$ cat src/flss_pkg.sv
// Shared types and constants of the slot store
package flss_pkg;

  localparam int SLOT_COUNT_DEF    = 128;
  localparam int CONTEXT_COUNT_DEF = 16;

  localparam int CMD_W   = 2;
  localparam int CTX_FW  = 4;
  localparam int SLOT_FW = 8;
  localparam int GRANT_W = 7;
  localparam int VAL_W   = 64;

  localparam logic [CMD_W-1:0] CMD_ALLOC = 2'd0;
  localparam logic [CMD_W-1:0] CMD_FREE  = 2'd1;
  localparam logic [CMD_W-1:0] CMD_GET   = 2'd2;
  localparam logic [CMD_W-1:0] CMD_SET   = 2'd3;

  typedef struct packed {
    logic [CMD_W-1:0]          cmd;
    logic [CTX_FW-1:0]         context_req;
    logic [SLOT_FW-1:0]        slot_index;
    logic signed [VAL_W-1:0]   write_value;
  } req_t;

  typedef struct packed {
    logic                      ok;
    logic [GRANT_W-1:0]        granted_slot;
    logic signed [VAL_W-1:0]   read_value;
  } rsp_t;

  // controller -> datapath step commands
  typedef struct packed {
    logic load;
    logic rd;
    logic scan;
    logic exec;
  } ctrl_t;

endpackage

$ cat src/flss_ctrl.sv
// Command sequencer of the slot store
module flss_ctrl import flss_pkg::*; (
  input  logic  clk,
  input  logic  rst_n,
  input  logic  start,
  output logic  busy,
  output logic  out_valid,
  output ctrl_t ctl
);

  typedef enum logic [1:0] {
    S_IDLE,
    S_READ,
    S_SCAN,
    S_EXEC
  } state_t;

  state_t state_r, state_nxt;
  logic   busy_r, busy_nxt;
  logic   out_valid_r, out_valid_nxt;

  always_comb begin
    state_nxt     = state_r;
    out_valid_nxt = 1'b0;
    case (state_r)
      S_IDLE: begin
        if (start) begin
          state_nxt = S_READ;
        end
      end
      S_READ: state_nxt = S_SCAN;
      S_SCAN: state_nxt = S_EXEC;
      S_EXEC: begin
        state_nxt     = S_IDLE;
        out_valid_nxt = 1'b1;
      end
      default: state_nxt = S_IDLE;
    endcase
    busy_nxt = (state_nxt != S_IDLE);
  end

  always_ff @(posedge clk) begin
    if (!rst_n) begin
      state_r     <= S_IDLE;
      busy_r      <= 1'b0;
      out_valid_r <= 1'b0;
    end else begin
      state_r     <= state_nxt;
      busy_r      <= busy_nxt;
      out_valid_r <= out_valid_nxt;
    end
  end

  always_comb begin
    ctl.load = (state_r == S_IDLE) && start;
    ctl.rd   = (state_r == S_READ);
    ctl.scan = (state_r == S_SCAN);
    ctl.exec = (state_r == S_EXEC);
  end

  assign busy      = busy_r;
  assign out_valid = out_valid_r;

endmodule

$ cat config.mk
export PLATFORM = sky130hd
export DESIGN_NAME = flss_ctrl
export DESIGN_NICKNAME = d
export VERILOG_FILES = /design/src/flss_pkg.sv /design/src/flss_ctrl.sv
export SDC_FILE = /design/constraint.sdc
export NUM_CORES = 1
export LEC_CHECK = 0
export ABC_AREA = 0
export BUFFER_PORTS_ARGS = -buffer_cell sky130_fd_sc_hd__buf_2
export CAP_MARGIN = 40
export CORE_AREA = 5 5 42 44
export CTS_CLUSTER_DIAMETER = 60
export DETAILED_ROUTE_END_ITERATION = 8
export DIE_AREA = 0 0 47 49
export HOLD_SLACK_MARGIN = 0.15
export SLEW_MARGIN = 20
export SYNTH_ARGS = -nofsm -noshare
export SYNTH_HDL_FRONTEND = slang
export SYNTH_SLANG_ARGS = --single-unit
$ cat constraint.sdc
create_clock -name clk -period 1.9 [get_ports clk]
set_input_delay 0.38 -clock clk [delete_from_list [all_inputs] [get_ports clk]]
set_output_delay 0.38 -clock clk [all_outputs]
set_load 0.02 [all_outputs]
==> results_dict.tcl <==
set metrics [dict create \
    status "complete, no violations" \
    die_y_um 49 \
    diodes 0 \
    period_needed_ns 1.679 \
    grt_util_met2_pct 4.751 \
    antenna_found_initial 0 \
    crit_required_ns 1.52 \
    nNetsFinal 38 \
    core_area_um2 1401 \
    timing_hold_violations_final 0 \
    drt_wl_total_um 393 \
    synth_top_family_by_area "adder cells" \
    cts.sinks 4 \
    grt_max_degree 6 \
    ir_drop_uv 394.8 \
    hpwl_um 325.6 \
    finalClockSkew_ns 0.001119 \
    crit_type "register to output pin" \
    p_leak_nw 0.1423 \
    yosysTopAreaCell "dfxtp_1" \
    top_usage_layer "met3" \
    avgSynthCellArea_um2 10.47 \
    ant_nets 0 \
    critPathLaunchType "register" \
    synth_area_um2 198.9 \
    muxShareOfSynthArea_pct 0 \
    grt.met3_usage_pct 5.904 \
    setup-violations-final 0 \
    synthSimpleGateAreaFrac_pct 16.98 \
    fill_cells 172 \
    fin_crit_sh_pct 88.36 \
    clk_pin_slew_worst_paths_ns 0.04 \
    synth_compound_area_share_pct 10.06 \
    grt_pass1_vias 163 \
    cts_hold_buffers 0 \
    final_cell_mix "buf_2, ha_1, dfxtp_1" \
    clock_latency_ns 0.23 \
    grtUsageMet1_pct 3.524 \
    maxSlewHeadroom_pct 88.92 \
    rsz0062_at_grt "false" \
    grt_overflow_total 0 \
    setup_tns_ns 0 \
    synth_top_area_share_pct 40.25 \
    final_common_cell "buf_2" \
    fp.dieW_um 47 \
    seq_area_frac_synth_pct 40.25 \
    postCtsSetupBuffers 0 \
    dr.pass1.iters 1 \
    worst_path_max_delay_cell "dfxtp_1" \
    ys_types 11 \
    yosys_warnings 0 \
    path_buf_inv 2 \
    cts_tree "built" \
    synth_nets 26 \
    utilization_pct 19.55 \
    crit_chain "inv_1 > ha_1 > and2_2 > buf_2" \
    synth.area.top_cells "dfxtp_1, ha_1, and2_1, o311a_1, or4b_1" \
    dpl_cell_area_um2 251.5 \
    report.final.slew_viol_count 0 \
    tightest_slew_ns 0.1660 \
    pin_count 9 \
    drv_cap 0 \
    end_kind "output pin" \
    post_drt_wl_per_cell_um 8.733 \
    via_per_inst 3.600 \
    hp-class "primary input to register" \
    numCtsBuffers 3 \
    gp_congestion 0.6296 \
    synthAdderAreaFrac_pct 25.16 \
    cpPeakStageDelay_ns 0.39 \
    ys_seq_elements 4 \
    grtUsageTotal_pct 3.946 \
    htreeDepth 1 \
    initial_utilization_pct 14.20 \
    ctsResizeCount 0 \
    p_per_area_nw_per_um2 1676 \
    clockRootBuffer "clkbuf_4" \
    synth_xor_area_share_pct 0 \
    worstPathArrival_ns 1.30 \
    drtIter0Drc 0 \
    place.port_buffers 8 \
    grt_pass1_wl_um 572 \
    fmax_mhz 595.7 \
    route.vias.total 162 \
    clock_path_buffers 2 \
    rows 14 \
    drc_errors 0 \
    die-area_um2 2303 \
    synthToLayoutAreaGrowth_pct 37.74 \
    netlist_instances 19 \
    drive_gt1_share_pct 41.38 \
    whs_ns 0.4034 \
    cp_max_fo 5 \
    finalInstanceArea_um2 274.0 \
    cpLargestDelayFamily "flip-flops" \
]
## cells in the mapped netlist
library cell / number
a21oi_1: 1
and2_1: 2
and2_2: 1
buf_4: 1
dfxtp_1: 4
ha_1: 4
inv_1: 2
nor2_1: 1
o21ai_0: 1
o311a_1: 1
or4b_1: 1
## path summary, 6_finish.rpt
check | start | to | slack, ns | depth (start not counted)
setup reg to reg | state_r[0] | busy | 0.40 | 4
hold / removal | rst_n | out_valid | 0.40 | 2
setup / recovery | state_r[0] | ctl[3] | 0.22 | 4
hold reg to reg | state_r[0] | state_r[0] | 0.55 | 2
## cells by family after synthesis
logic type	Yosys count
AOI/OAI and AO/OA	3
DFF	4
and+or+nand+nor	5
adders and majority gates	4
buffers and inverters	3
## flip-flops by register name, indices dropped and copies added (netlist names)
| name | flops |
|---|---|
| out_valid | 1 |
| state_r | 2 |
| busy | 1 |
## stage by stage
| stage | setup slack (ns) | total power, mW | instances |
|---|---|---|---|
| 2_1_floorplan | 0.4885 | 0.3038 | 19 |
| 3_3_place_gp | 0.4319 | 0.3571 | 42 |
| 3_5_place_dp | 0.4048 | 0.3601 | 42 |
| 4_1_cts | 0.1995 | 0.4738 | 45 |
| 5_1_grt | 0.1448 | 0.5015 | 45 |
| 6_report | 0.2212 | 0.4593 | 45 |
## power by group
group          switching [mW]  internal (mW)
Combinational           0.129         0.0870
Clock                  0.0350         0.0707
Sequential             0.0208          0.116
Total                   0.185          0.274
## cell type report
type / instances / area, um^2 / area share, %
multi-input cells: 12 / 103.9 / 37.90
clock buffers: 3 / 22.52 / 8.219
inverters: 2 / 7.507 / 2.740
well taps: 16 / 20.02 / 7.306
repair buffers: 8 / 40.04 / 14.61
flip-flops and latches: 4 / 80.08 / 29.22
## routing by layer
| layer | up-vias | share of wire, % |
|---|---|---|
| met5 | - | 0 |
| met4 | 0 | 0 |
| met3 | 0 | 18 |
| li1 | 84 | - |
| met1 | 70 | 40 |
| met2 | 8 | 42 |
## worst reg2reg max path, cell delays in order (launching register included)
cell and delay (ns):
dfxtp_1 0.39, inv_1 0.08, ha_1 0.32, or4b_1 0.47, o311a_1 0.12
(Power assumes the default switching activity.)
